**config.mk**
```make
export PLATFORM = sky130hd
export DESIGN_NAME = tuner_start_sequencer_top
export DESIGN_NICKNAME = d
export VERILOG_FILES = /design/src/sv/tss_pkg.sv /design/src/sv/tss_sequencer.sv /design/src/sv/tss_flasher.sv /design/src/sv/tuner_start_sequencer_top.sv
export SDC_FILE = /design/constraint.sdc
export NUM_CORES = 1
export LEC_CHECK = 0
export ABC_AREA = 1
export BUFFER_PORTS_ARGS = -buffer_cell sky130_fd_sc_hd__buf_4
export CAP_MARGIN = 40
export CELL_PAD_IN_SITES_DETAIL_PLACEMENT = 1
export CELL_PAD_IN_SITES_GLOBAL_PLACEMENT = 1
export CORE_MARGIN = 2
export CORE_UTILIZATION = 25
export CTS_BUF_LIST = sky130_fd_sc_hd__clkbuf_4 sky130_fd_sc_hd__clkbuf_8
export CTS_CLUSTER_SIZE = 40
export DETAILED_ROUTE_END_ITERATION = 12
export HOLD_SLACK_MARGIN = 0.03
export MAX_ROUTING_LAYER = met4
export PLACE_DENSITY_LB_ADDON = 0.1
export SYNTH_ARGS = -nofsm -noshare
export SYNTH_HDL_FRONTEND = slang
export SYNTH_SLANG_ARGS = --single-unit
```
**constraint.sdc**
```tcl
create_clock -name i_clk -period 18.1 [get_ports i_clk]
set_clock_uncertainty 0.15 [all_clocks]
set_input_delay 3.62 -clock i_clk [delete_from_list [all_inputs] [get_ports i_clk]]
set_output_delay 3.62 -clock i_clk [all_outputs]
set_load 0.005 [all_outputs]
```
**src/sv/tss_pkg.sv**
```systemverilog
// shared types, codes and lookup functions of the tuner start sequencer
`timescale 1ns / 1ps

package tss_pkg;

    // sequencer phases
    typedef enum logic [2:0] {
        PH_IDLE   = 3'd0,
        PH_QUERY  = 3'd1,
        PH_TSTART = 3'd2,
        PH_TUNING = 3'd3,
        PH_FIN1   = 3'd4,
        PH_FIN2   = 3'd5
    } t_phase;

    // transceiver reply kinds
    typedef enum logic [2:0] {
        REP_NONE     = 3'd0,
        REP_FUNCTION = 3'd1,
        REP_MODE     = 3'd2,
        REP_METER    = 3'd3,
        REP_POWER    = 3'd4,
        REP_OTHER    = 3'd5
    } t_reply;

    // messages the sequencer asks to be sent to the transceiver
    typedef enum logic [2:0] {
        SEND_NONE    = 3'd0,
        SEND_QUERY   = 3'd1,
        SEND_SETUP   = 3'd2,
        SEND_KEY_ON  = 3'd3,
        SEND_KEY_OFF = 3'd4
    } t_send;

    typedef enum logic [1:0] {
        OUT_NONE = 2'd0,
        OUT_OK   = 2'd1,
        OUT_FAIL = 2'd2,
        OUT_ERR  = 2'd3
    } t_outcome;

    // configuration register indexes
    typedef enum logic [2:0] {
        CFG_REPLY_TIMEOUT = 3'd0,
        CFG_START_TIMEOUT = 3'd1,
        CFG_TUNE_TIMEOUT  = 3'd2,
        CFG_FINISH_WAIT   = 3'd3,
        CFG_PULSE_TIMEOUT = 3'd4
    } t_cfg_idx;

    localparam int CFG_IDX_BITS  = 3;
    localparam int CFG_DATA_BITS = 16;

    localparam logic [CFG_DATA_BITS-1:0] RST_REPLY_TIMEOUT = 16'd500;
    localparam logic [CFG_DATA_BITS-1:0] RST_START_TIMEOUT = 16'd500;
    localparam logic [CFG_DATA_BITS-1:0] RST_TUNE_TIMEOUT  = 16'd10000;
    localparam logic [CFG_DATA_BITS-1:0] RST_FINISH_WAIT   = 16'd100;
    localparam logic [CFG_DATA_BITS-1:0] RST_PULSE_TIMEOUT = 16'd500;

    localparam logic [3:0] PEND_ALL = 4'hF;

    typedef struct packed {
        logic [CFG_DATA_BITS-1:0] pulse_end_timeout_ms;
        logic [CFG_DATA_BITS-1:0] finish_wait_ms;
        logic [CFG_DATA_BITS-1:0] tune_limit_ms;
        logic [CFG_DATA_BITS-1:0] start_timeout_ms;
        logic [CFG_DATA_BITS-1:0] reply_timeout_ms;
    } t_cfg;

    // input transaction layout, last field in the lowest bits
    typedef struct packed {
        logic [6:0]  pad;
        logic        key_low;
        logic        jump_low;
        logic        start_request;
        logic [9:0]  txr_value;
        logic [2:0]  txr_reply;
        logic        pc_message_valid;
        logic [31:0] now_ms;
    } t_in_item;

    // output transaction layout, last field in the lowest bits
    typedef struct packed {
        logic [3:0] pad;
        logic [1:0] outcome;
        logic       led_on;
        logic       start_pin_low;
        logic [9:0] saved_power;
        logic [9:0] saved_meter;
        logic [3:0] saved_mode;
        logic [9:0] saved_function;
        logic       restore_now;
        logic [2:0] send_code;
        logic       forward_txr_to_pc;
        logic       forward_pc_to_txr;
    } t_out_item;

    // sequencer results handed to the output stage
    typedef struct packed {
        logic       fwd_pc;
        logic       fwd_txr;
        t_send      send;
        logic       restore;
        logic [9:0] keep_function;
        logic [3:0] keep_mode;
        logic [9:0] keep_meter;
        logic [9:0] keep_power;
        logic       start_low;
        t_outcome   result;
    } t_seq_out;

    function automatic logic [2:0] flash_count(input t_outcome code);
        case (code)
            OUT_OK:   flash_count = 3'd1;
            OUT_FAIL: flash_count = 3'd1;
            OUT_ERR:  flash_count = 3'd5;
            default:  flash_count = 3'd0;
        endcase
    endfunction

    function automatic logic [9:0] flash_len(input t_outcome code);
        case (code)
            OUT_OK:   flash_len = 10'd100;
            OUT_FAIL: flash_len = 10'd1000;
            OUT_ERR:  flash_len = 10'd100;
            default:  flash_len = 10'd0;
        endcase
    endfunction

endpackage

```
**src/sv/tss_sequencer.sv**
```systemverilog
// phase state machine: forwarding, settings query, start, tuning and finish waits
`timescale 1ns / 1ps

module tss_sequencer
    import tss_pkg::*;
#(
    parameter int TIME_BITS = 32
) (
    input  logic                 i_clk,
    input  logic                 i_rst_n,
    input  logic                 i_step,
    input  t_in_item             i_item,
    input  logic [TIME_BITS-1:0] i_now,
    input  t_cfg                 i_cfg,
    output t_seq_out             o_seq
);

    t_phase               r_phase, n_phase;
    logic [TIME_BITS-1:0] r_deadline, n_deadline;
    logic [3:0]           r_pending, n_pending;
    logic [9:0]           r_keep_function, n_keep_function;
    logic [3:0]           r_keep_mode, n_keep_mode;
    logic [9:0]           r_keep_meter, n_keep_meter;
    logic [9:0]           r_keep_power, n_keep_power;
    logic                 r_start_low, n_start_low;

    logic                 w_late;
    t_reply               w_rep;

    always_ff @(posedge i_clk) begin
        if (!i_rst_n) begin
            r_phase <= PH_IDLE;
        end else if (i_step) begin
            r_phase <= n_phase;
        end
    end

    always_ff @(posedge i_clk) begin
        if (!i_rst_n) begin
            r_deadline      <= '0;
            r_pending       <= '0;
            r_keep_function <= '0;
            r_keep_mode     <= '0;
            r_keep_meter    <= '0;
            r_keep_power    <= '0;
            r_start_low     <= 1'b0;
        end else if (i_step) begin
            r_deadline      <= n_deadline;
            r_pending       <= n_pending;
            r_keep_function <= n_keep_function;
            r_keep_mode     <= n_keep_mode;
            r_keep_meter    <= n_keep_meter;
            r_keep_power    <= n_keep_power;
            r_start_low     <= n_start_low;
        end
    end

    // deadlines compare without wrap
    assign w_late = i_now > r_deadline;
    assign w_rep  = t_reply'(i_item.txr_reply);

    always_comb begin
        n_phase         = r_phase;
        n_deadline      = r_deadline;
        n_pending       = r_pending;
        n_keep_function = r_keep_function;
        n_keep_mode     = r_keep_mode;
        n_keep_meter    = r_keep_meter;
        n_keep_power    = r_keep_power;
        n_start_low     = r_start_low;
        o_seq.fwd_pc    = 1'b0;
        o_seq.fwd_txr   = 1'b0;
        o_seq.send      = SEND_NONE;
        o_seq.restore   = 1'b0;
        o_seq.result    = OUT_NONE;

        case (r_phase)
            PH_QUERY: begin
                case (w_rep)
                    REP_FUNCTION: begin
                        n_keep_function = i_item.txr_value;
                        n_pending[0]    = 1'b0;
                    end
                    REP_MODE: begin
                        n_keep_mode  = i_item.txr_value[3:0];
                        n_pending[1] = 1'b0;
                    end
                    REP_METER: begin
                        n_keep_meter = i_item.txr_value;
                        n_pending[2] = 1'b0;
                    end
                    REP_POWER: begin
                        n_keep_power = i_item.txr_value;
                        n_pending[3] = 1'b0;
                    end
                    default: ;
                endcase
                if (n_pending == '0) begin
                    o_seq.send  = SEND_SETUP;
                    n_start_low = 1'b1;
                    n_phase     = PH_TSTART;
                    n_deadline  = i_now + TIME_BITS'(i_cfg.start_timeout_ms);
                end else if (w_late) begin
                    // settings incomplete, nothing to restore
                    o_seq.result = OUT_ERR;
                    n_phase      = PH_IDLE;
                end
            end
            PH_TSTART: begin
                if (i_item.key_low) begin
                    n_start_low = 1'b0;
                    o_seq.send  = SEND_KEY_ON;
                    n_phase     = PH_TUNING;
                    n_deadline  = i_now + TIME_BITS'(i_cfg.tune_limit_ms);
                end else if (w_late) begin
                    n_start_low   = 1'b0;
                    o_seq.restore = 1'b1;
                    o_seq.result  = OUT_ERR;
                    n_phase       = PH_IDLE;
                end
            end
            PH_TUNING: begin
                if (!i_item.key_low) begin
                    o_seq.send = SEND_KEY_OFF;
                    n_phase    = PH_FIN1;
                    n_deadline = i_now + TIME_BITS'(i_cfg.finish_wait_ms);
                end else if (w_late) begin
                    o_seq.send    = SEND_KEY_OFF;
                    o_seq.restore = 1'b1;
                    o_seq.result  = OUT_ERR;
                    n_phase       = PH_IDLE;
                end
            end
            PH_FIN1: begin
                if (i_item.key_low) begin
                    // second key pulse marks a failed tune
                    n_phase    = PH_FIN2;
                    n_deadline = i_now + TIME_BITS'(i_cfg.pulse_end_timeout_ms);
                end else if (w_late) begin
                    o_seq.restore = 1'b1;
                    o_seq.result  = OUT_OK;
                    n_phase       = PH_IDLE;
                end
            end
            PH_FIN2: begin
                if (!i_item.key_low) begin
                    o_seq.restore = 1'b1;
                    o_seq.result  = OUT_FAIL;
                    n_phase       = PH_IDLE;
                end else if (w_late) begin
                    o_seq.restore = 1'b1;
                    o_seq.result  = OUT_ERR;
                    n_phase       = PH_IDLE;
                end
            end
            default: begin
                // idle, and any unused phase code
                o_seq.fwd_pc  = i_item.pc_message_valid;
                o_seq.fwd_txr = i_item.txr_reply != REP_NONE;
                if (i_item.start_request || i_item.jump_low) begin
                    n_phase    = PH_QUERY;
                    n_deadline = i_now + TIME_BITS'(i_cfg.reply_timeout_ms);
                    n_pending  = PEND_ALL;
                    o_seq.send = SEND_QUERY;
                end else begin
                    n_phase = PH_IDLE;
                end
            end
        endcase

        o_seq.keep_function = n_keep_function;
        o_seq.keep_mode     = n_keep_mode;
        o_seq.keep_meter    = n_keep_meter;
        o_seq.keep_power    = n_keep_power;
        o_seq.start_low     = n_start_low;
    end

endmodule

```
**src/sv/tss_flasher.sv**
```systemverilog
// status led flasher loaded by an outcome and toggled on elapsed time
`timescale 1ns / 1ps

module tss_flasher
    import tss_pkg::*;
#(
    parameter int TIME_BITS = 32
) (
    input  logic                 i_clk,
    input  logic                 i_rst_n,
    input  logic                 i_step,
    input  logic [TIME_BITS-1:0] i_now,
    input  t_outcome             i_result,
    output logic                 o_led
);

    logic [2:0]           r_left, n_left;
    logic                 r_led, n_led;
    logic [TIME_BITS-1:0] r_since, n_since;
    logic [9:0]           r_length, n_length;
    logic [TIME_BITS-1:0] w_delta;

    always_ff @(posedge i_clk) begin
        if (!i_rst_n) begin
            r_left   <= '0;
            r_led    <= 1'b0;
            r_since  <= '0;
            r_length <= '0;
        end else if (i_step) begin
            r_left   <= n_left;
            r_led    <= n_led;
            r_since  <= n_since;
            r_length <= n_length;
        end
    end

    always_comb begin
        n_left   = r_left;
        n_led    = r_led;
        n_since  = r_since;
        n_length = r_length;
        if (i_result != OUT_NONE) begin
            n_left   = flash_count(i_result);
            n_led    = 1'b1;
            n_since  = i_now;
            n_length = flash_len(i_result);
        end
        w_delta = i_now - n_since;
        if (n_left != '0 && w_delta >= TIME_BITS'(n_length)) begin
            n_led   = !n_led;
            n_since = i_now;
            if (!n_led) begin
                n_left = n_left - 3'd1;
            end
        end
    end

    assign o_led = n_led;

endmodule

```
**src/sv/tuner_start_sequencer_top.sv**
```systemverilog
// top level of the tuner start sequencer: poll stream in, action stream out
`timescale 1ns / 1ps

// usage
// - s_axis carries one poll per transaction: time in ms, pc message flag, transceiver
//   reply code and value, start request, jumper and key levels
// - m_axis returns exactly one result transaction per poll: forwarding flags, message
//   to send, restore flag, the saved transceiver settings, start pin, led, outcome
// - the cfg write channel sets the five millisecond timeouts by index; it is always
//   ready and is meant to be written only while no poll is in flight
// - an accepted poll goes into one input register, then through the sequencer and flasher
//   logic into the result register
// - throughput is one poll per cycle while the receiver takes results; the input register
//   advances whenever the result register is empty or being taken the same cycle
// - when the receiver stalls, the result holds and one more poll is buffered in the
//   input register, then s_axis_tready drops
// - reset (synchronous, active low) returns to idle with all timeouts at their
//   defaults, saved settings zero, start pin released and led off
// - TIME_BITS sets the width of the internal time arithmetic (16 to 64)
module tuner_start_sequencer_top
    import tss_pkg::*;
#(
    parameter int TIME_BITS = 32
) (
    input  logic                     i_clk,
    input  logic                     i_rst_n,

    input  logic                     s_axis_tvalid,
    output logic                     s_axis_tready,
    // now_ms[31:0], pc_message_valid[32], txr_reply[35:33], txr_value[45:36],
    // start_request[46], jump_low[47], key_low[48], zero[55:49]
    input  logic [55:0]              s_axis_tdata,

    output logic                     m_axis_tvalid,
    input  logic                     m_axis_tready,
    // forward_pc_to_txr[0], forward_txr_to_pc[1], send_code[4:2], restore_now[5],
    // saved_function[15:6], saved_mode[19:16], saved_meter[29:20],
    // saved_power[39:30], start_pin_low[40], led_on[41], outcome[43:42], zero[47:44]
    output logic [47:0]              m_axis_tdata,

    input  logic                     i_cfg_valid,
    output logic                     o_cfg_ready,
    input  logic [CFG_IDX_BITS-1:0]  i_cfg_index,
    input  logic [CFG_DATA_BITS-1:0] i_cfg_data
);

    t_cfg                 r_cfg;
    t_in_item             r_in;
    logic                 r_in_valid;
    t_out_item            r_out;
    logic                 r_out_valid;

    logic                 w_out_free;
    logic                 w_advance;
    logic [TIME_BITS-1:0] w_now;
    t_seq_out             w_seq;
    logic                 w_led;

    // ---------------- configuration registers ----------------
    assign o_cfg_ready = 1'b1;

    always_ff @(posedge i_clk) begin
        if (!i_rst_n) begin
            r_cfg.reply_timeout_ms     <= RST_REPLY_TIMEOUT;
            r_cfg.start_timeout_ms     <= RST_START_TIMEOUT;
            r_cfg.tune_limit_ms        <= RST_TUNE_TIMEOUT;
            r_cfg.finish_wait_ms       <= RST_FINISH_WAIT;
            r_cfg.pulse_end_timeout_ms <= RST_PULSE_TIMEOUT;
        end else if (i_cfg_valid) begin
            case (t_cfg_idx'(i_cfg_index))
                CFG_REPLY_TIMEOUT: r_cfg.reply_timeout_ms     <= i_cfg_data;
                CFG_START_TIMEOUT: r_cfg.start_timeout_ms     <= i_cfg_data;
                CFG_TUNE_TIMEOUT:  r_cfg.tune_limit_ms        <= i_cfg_data;
                CFG_FINISH_WAIT:   r_cfg.finish_wait_ms       <= i_cfg_data;
                CFG_PULSE_TIMEOUT: r_cfg.pulse_end_timeout_ms <= i_cfg_data;
                default: ;  // writes beyond the register list are dropped
            endcase
        end
    end

    // ---------------- input register ----------------
    assign w_out_free    = !r_out_valid || m_axis_tready;
    assign w_advance     = r_in_valid && w_out_free;
    assign s_axis_tready = !r_in_valid || w_out_free;

    always_ff @(posedge i_clk) begin
        if (!i_rst_n) begin
            r_in_valid <= 1'b0;
        end else if (s_axis_tready) begin
            r_in_valid <= s_axis_tvalid;
        end
    end

    // payload only loads on an accepted transaction
    always_ff @(posedge i_clk) begin
        if (s_axis_tvalid && s_axis_tready) begin
            r_in <= t_in_item'(s_axis_tdata);
        end
    end

    // time is kept modulo 2^TIME_BITS
    assign w_now = TIME_BITS'(r_in.now_ms);

    // ---------------- poll processing ----------------
    tss_sequencer #(
        .TIME_BITS (TIME_BITS)
    ) u_sequencer (
        .i_clk   (i_clk),
        .i_rst_n (i_rst_n),
        .i_step  (w_advance),
        .i_item  (r_in),
        .i_now   (w_now),
        .i_cfg   (r_cfg),
        .o_seq   (w_seq)
    );

    tss_flasher #(
        .TIME_BITS (TIME_BITS)
    ) u_flasher (
        .i_clk    (i_clk),
        .i_rst_n  (i_rst_n),
        .i_step   (w_advance),
        .i_now    (w_now),
        .i_result (w_seq.result),
        .o_led    (w_led)
    );

    // ---------------- result register ----------------
    always_ff @(posedge i_clk) begin
        if (!i_rst_n) begin
            r_out_valid <= 1'b0;
        end else if (w_out_free) begin
            r_out_valid <= r_in_valid;
        end
    end

    always_ff @(posedge i_clk) begin
        if (w_advance) begin
            r_out.pad               <= '0;
            r_out.outcome           <= w_seq.result;
            r_out.led_on            <= w_led;
            r_out.start_pin_low     <= w_seq.start_low;
            r_out.saved_power       <= w_seq.keep_power;
            r_out.saved_meter       <= w_seq.keep_meter;
            r_out.saved_mode        <= w_seq.keep_mode;
            r_out.saved_function    <= w_seq.keep_function;
            r_out.restore_now       <= w_seq.restore;
            r_out.send_code         <= w_seq.send;
            r_out.forward_txr_to_pc <= w_seq.fwd_txr;
            r_out.forward_pc_to_txr <= w_seq.fwd_pc;
        end
    end

    assign m_axis_tvalid = r_out_valid;
    assign m_axis_tdata  = r_out;

`ifndef SYNTHESIS
    // an ending never sends a setup, query or key on
    a_outcome_send: assert property (@(posedge i_clk) disable iff (!i_rst_n)
        (r_out_valid && r_out.outcome != OUT_NONE) |->
        (r_out.send_code == SEND_NONE || r_out.send_code == SEND_KEY_OFF))
        else $error("outcome reported together with a start-side message");

    // restoring settings only happens at an ending
    a_restore_outcome: assert property (@(posedge i_clk) disable iff (!i_rst_n)
        (r_out_valid && r_out.restore_now) |-> (r_out.outcome != OUT_NONE))
        else $error("restore without an outcome");

    // the flasher starts with the led lit
    a_outcome_led: assert property (@(posedge i_clk) disable iff (!i_rst_n)
        (r_out_valid && r_out.outcome != OUT_NONE) |-> r_out.led_on)
        else $error("outcome reported with led off");

    // tune setup goes out with the start line pulled low
    a_setup_start: assert property (@(posedge i_clk) disable iff (!i_rst_n)
        (r_out_valid && r_out.send_code == SEND_SETUP) |-> r_out.start_pin_low)
        else $error("tune setup without start pin asserted");

    // a buffered poll is never dropped while the result stalls
    a_hold_poll: assert property (@(posedge i_clk) disable iff (!i_rst_n)
        (r_in_valid && !w_out_free) |=> r_in_valid)
        else $error("buffered poll lost during stall");
`endif

endmodule

```
Yosys cells after proc, flatten, opt, wreduce, memory -nomap -nowiden --
Index checks and enable logic that the tools add are counted. Widths: inputs -> output; s select.
Storage, ports and cells: register bits after elaboration 295, bits of input ports 80, output and inout port bits 51, word-level logic and storage cells 161
Cells by class: add/subtract/negate cells 7, $lt $le $gt $ge 2, equality and inequality tests 20, multiplexer cells 64, bitwise gates (word level) 2, reductions and logical operators 29
Operators by type and width (count):
- $mux 32 | 7
- $add 32x16->32 | 5
- $pmux 32 s5 | 1
- $mux 10 | 7
- $ge 32x10->1 | 1
- $gt 32x32->1 | 1
- $sub 32x32->32 | 1
- $mux 3 | 10
- $pmux 10 s2 | 1
- $mux 1 | 19
- $eq 3x2->1 const B | 6
- $mux 2 | 8
- $mux 4 | 4
- $pmux 3 s5 | 1
- $eq 3x3->1 const B | 4
- $pmux 3 s4 | 1
- $pmux 2 s5 | 1
- $reduce_and 2->1 | 5
- $eq 3x1->1 const B | 3
- $pmux 4 s2 | 1
- $reduce_or 2->1 | 4
- $reduce_and 7->1 | 1
- $ne 2x2->1 const B | 3
- $pmux 3 s2 | 1
- 18 further kinds | 28

Depth between registers and ports, before layout --
depth in word-level cells 13, mapped depth 51, mapped depth without buffers 49

Cells and area by module --
A second synthesis with hierarchy kept.
Unflattened totals: cell total of the unflattened synthesis 2465, area, all modules 17645.7 µm²
By module, submodules not included:
- tuner_start_sequencer_top | instances 1, cells an instance 560, area each 6276.0 µm², sequential area each 4644.5 µm²
- tss_sequencer | instances 1, cells an instance 994, area each 6229.7 µm², sequential area each 1481.4 µm²
- tss_flasher | instances 1, cells an instance 911, area each 5139.9 µm², sequential area each 920.9 µm²

Least setup slack after synthesis --
No wires, ideal clock.
path type input-to-output, start point input port m_axis_tready, end point output port s_axis_tready, arrival time 3.769 ns, required time 14.330 ns, slack 10.561 ns, stages on the path 2, path buffers 0, cells stage by stage inv_1 > nand3_1
On the way: cells in the longest elaborated chain, start to end 2
Ends and longest elaborated chain:
- start, declared | RTL line tuner_start_sequencer_top.sv:35 | input logic m_axis_tready,
- $logic_or 1x1->1 | RTL line tuner_start_sequencer_top.sv:82 | assign w_out_free = !r_out_valid || m_axis_tready;
- $logic_or 1x1->1 | RTL line tuner_start_sequencer_top.sv:84 | assign s_axis_tready = !r_in_valid || w_out_free;
- end, declared | RTL line tuner_start_sequencer_top.sv:29 | output logic s_axis_tready,
Every way passes these cells.

Final worst setup path --
start point register r_in, in the netlist w_now[22], end point register u_flasher.r_since[23]
On the way: cells in the longest elaborated chain, start to end 11, elaborated cells between the ends (all ways) 25, classes of those cells 1 x add/sub; 2 x order compare; 3 x eq/ne; 14 x mux; 5 x reduce/logical
Ends and longest elaborated chain:
- start, declared | RTL line tuner_start_sequencer_top.sv:48 | t_in_item r_in;
- start signal, assigned | RTL line tuner_start_sequencer_top.sv:97 | r_in <= t_in_item'(s_axis_tdata);
- branches (longest 10 deep; another with $gt 32x32->1)
- $mux 32 * | RTL line tss_flasher.sv:49 | if (n_left != '0 && w_delta >= TIME_BITS'(n_length)) begin
- end signal, assigned | RTL line tss_flasher.sv:32 | r_since <= n_since;
- end, declared | RTL line tss_flasher.sv:19 | logic [TIME_BITS-1:0] r_since, n_since;
Every way passes the cells marked *. A chain may end at the register's enable or synchronous reset.

==> results.md <==
- Outcome: complete, no violations
- Multi-input logic area: 0.00799 mm²
- Vias/cell: approximately 4.7
- Drt drc: 0
- Worst-Skew Late Latency: roughly 0.7 ns
- Max-Cap Viols: 0
- Worst path bufs/invs: 6
- Final Wtd Congestion: 0.807
- Final Hold Vio Count: 0
- Worst r2r path cells: 40
- Cts repair resizes: 0
- Register Area: 0.00684 mm²
- DIE HEIGHT: around 260 µm
- Ys Warns: 0
- Final worst-path cycle share: 0.468
- Hold Path Class: flop to flop
- Cell Pwr Density: 102 mW/mm²
- I/O Buffers: ~120
- Post-synth EDFFs: 93
- Mapped Area: 0.0162 mm²
- Worst VDD drop: 0.0000510 V
- Post-synth cell types: 56
- Routed len/inst: 17.7 µm
- Initial DRC count: roughly 610
- Post-CTS setup repair buffer count: 0
- CP startpoint kind: flop
- Vias in the first global route: 15600
- Grt total ovfl: 0
- Layout cells sized above 1: 0.120
- Initial Util: 0.252
- Commonest non-fill, non-tap cell in the layout: nand2_1
- Commonest non-fill, non-tap cells in the layout: nand2_1 (432), nor2_1 (285), inv_1 (240)
- Antenna Nets Post-Route: 0
- Register-to-register path setup slack: 9.63 ns
- Die X: 258 µm
- Critical path's top delay family: simple AND/OR/NAND/NOR gates
- DRT Pass-1 Iters: 4
- Crit path depth: 40
- Post-route setup TNS: 0 ns
- Seq/Total Area, Yosys: 0.423
- Syn Area/Cell: 7.44 µm²
- CTS max path bufs: 3
- Critical path capture point type: flop
- R2r endpoint: u_flasher.r_since[23]
- Setup WS pre-CTS: 9.50 ns
- CP peak stage delay: 0.58 ns
- Root Driver: clkbuf_8
- Site Rows: 93
- Ys flop type: dfxtp_1
- Ports: around 130
- Max frequency: 118 MHz
- Reg clk slew, reported paths: 0.06 ns
- Fin. max-slew vios: 0
- Post-Route WL: 56400 µm
- Post-Synthesis Cells: 2175
- Layout area overhead: 18.5%
- Crit Path Class: flop to flop
- Async S/R FF share, synth: 0
- Max_slew headroom: 0.455
- TritonCTS Sinks: approximately 300
- CTS tree: done
- Total Routing Usage GR: 0.172
- RSZ-0062 raised after global routing: no
- Worst path arrival time: 8.79 ns
- Setup crit start: w_now[22]
- Min cycle time layout: 8.47 ns
- Post-synthesis register bit count: 295
- DR vias: about 15000
- Slowest-stage cell, CP: edfxtp_1
- Post-detail-place hpwl: ~39000 µm
- Largest net degree at the start of global routing: 71
- Core area: around 0.064 mm²
- Nets: between 2000 and 2500
- Post-CTS Hold Fix Bufs: 0
- Setup WS post-layout: around 9.6 ns
- Leak: 8.45 nW
- Slew @ Worst Pin: between 0.8 and 0.9 ns
- TritonCTS Buffers: 58
- CP Data Required Time: 18.43 ns
- FILL cells: between 7000 and 8000
- H-tree levels: 2
- Worst R2R Start: w_now[22]
- CP max FO: 70
- Final setup fails: 0
- Die ar.: 0.0668 mm²
- Crit-path most repeated cell: nand2_1
- First-pass GRT wire length: slightly below 90000 µm
- Initial antenna violation count: 3
- Setup crit end: u_flasher.r_since[23]
## kinds of logic after synthesis
| kind of cell | share of synthesized area |
|---|---|
| other | 0.000464 |
| XOR/XNOR | 0.0217 |
| buffers and inverters | 0.0850 |
| adder cells (fa/ha/maj) | 0.0705 |
| AND/OR/NAND/NOR | 0.247 |
| AO/OA/AOI/OAI | 0.152 |
| flip-flops | 0.423 |
## worst min-delay path by stage
stage	start	cells past startpoint	end	slack [ns]
2_1_floorplan	u_flasher.r_length[1]	2	u_flasher.r_length[1]	0.27
3_3_place_gp	u_flasher.r_length[4]	2	u_flasher.r_length[4]	0.28
3_5_place_dp	u_flasher.r_length[1]	2	u_flasher.r_length[1]	0.29
4_1_cts	u_flasher.r_length[4]	2	u_flasher.r_length[4]	0.30
5_1_grt	u_flasher.r_length[4]	2	u_flasher.r_length[4]	0.32
6_report	u_flasher.r_length[1]	2	u_flasher.r_length[1]	0.29
## state kept, by name, indices dropped and copies added (netlist names), 10 cells and up
| register | count |
|---|---|
| w_now | 32 |
| r_in | 17 |
| m_axis_tdata | 44 |
| u_sequencer.r_keep_power | 10 |
| r_cfg | 80 |
| u_flasher.r_since | 32 |
| u_flasher.r_length | 10 |
| u_sequencer.r_keep_meter | 10 |
| u_sequencer.r_deadline | 32 |
| u_sequencer.r_keep_function | 10 |
## cell usage after synthesis, drive strengths merged, types with 4 or more instances
cell type  number  area, µm²
nand2         442       1710
nor2          290       1100
inv           244        916
o21ai         236       1180
dfxtp         202       4040
a21oi         160        808
nand3         149        776
edfxtp         93       2790
ha             88       1100
clkbuf         77        289
nand4          30        188
xor2           29        254
buf            20        159
nor3           20        115
a41oi          11       96.3
xnor2          11       96.3
a22oi          10       75.1
a31oi           8       50.1
nand3b          7       52.6
o21a            7       52.6
a221oi          6       52.6
nor4            4       25.0
## stage by stage
step | util | cell area, µm² | power [mW] | hold WS (ns) | std cells
2_1_floorplan | - | 16200 | 1.08 | 0.265 | 2178
3_3_place_gp | 0.278 | 17900 | 1.23 | 0.276 | 3072
3_5_place_dp | 0.279 | 17900 | 1.24 | 0.288 | 3076
4_1_cts | 0.298 | 19200 | 2.00 | 0.297 | 3186
5_1_grt | 0.299 | 19200 | 2.09 | 0.322 | 3188
6_report | 0.299 | 19200 | 1.96 | 0.293 | 3189
## per-layer routing
| layer | wire length [µm] | track usage |
|---|---|---|
| met2 | 25700 | 0.274 |
| met4 | 1210 | 0.0482 |
| met5 | 0 | - |
| met3 | 1910 | 0.0250 |
| met1 | 27600 | 0.227 |
## power breakdown
part | total, mW | internal (mW) | switching, mW | leakage, nW
combinational | 0.466 | 0.163 | 0.303 | 5.23
clock | 0.736 | 0.419 | 0.317 | 0.678
sequential | 0.753 | 0.726 | 0.0270 | 2.55
total | 1.96 | 1.31 | 0.648 | 8.45
## worst reg2reg max path: cells and delay by family, from the launching register on
| kind | cells | cell delay (ns) |
|---|---|---|
| buffers and inverters | 6 | 1.27 |
| xor gates and xnor gates | 1 | 0.16 |
| AOI/OAI and AO/OA | 6 | 1.21 |
| adders and majority gates | 3 | 1.07 |
| and+or+nand+nor | 24 | 3.80 |
| DFF | 1 | 0.58 |
## area by class of cell
type | count | area share
antenna | 3 | 0.000391
tap | 855 | 0.0558
timing repair buffer | 140 | 0.0558
inverter | 247 | 0.0485
clock buffer | 90 | 0.0577
sequential | 295 | 0.357
multi-input combinational | 1539 | 0.417
clock inverter | 20 | 0.00835
No activity file was read; power rests on OpenSTA's default activity.
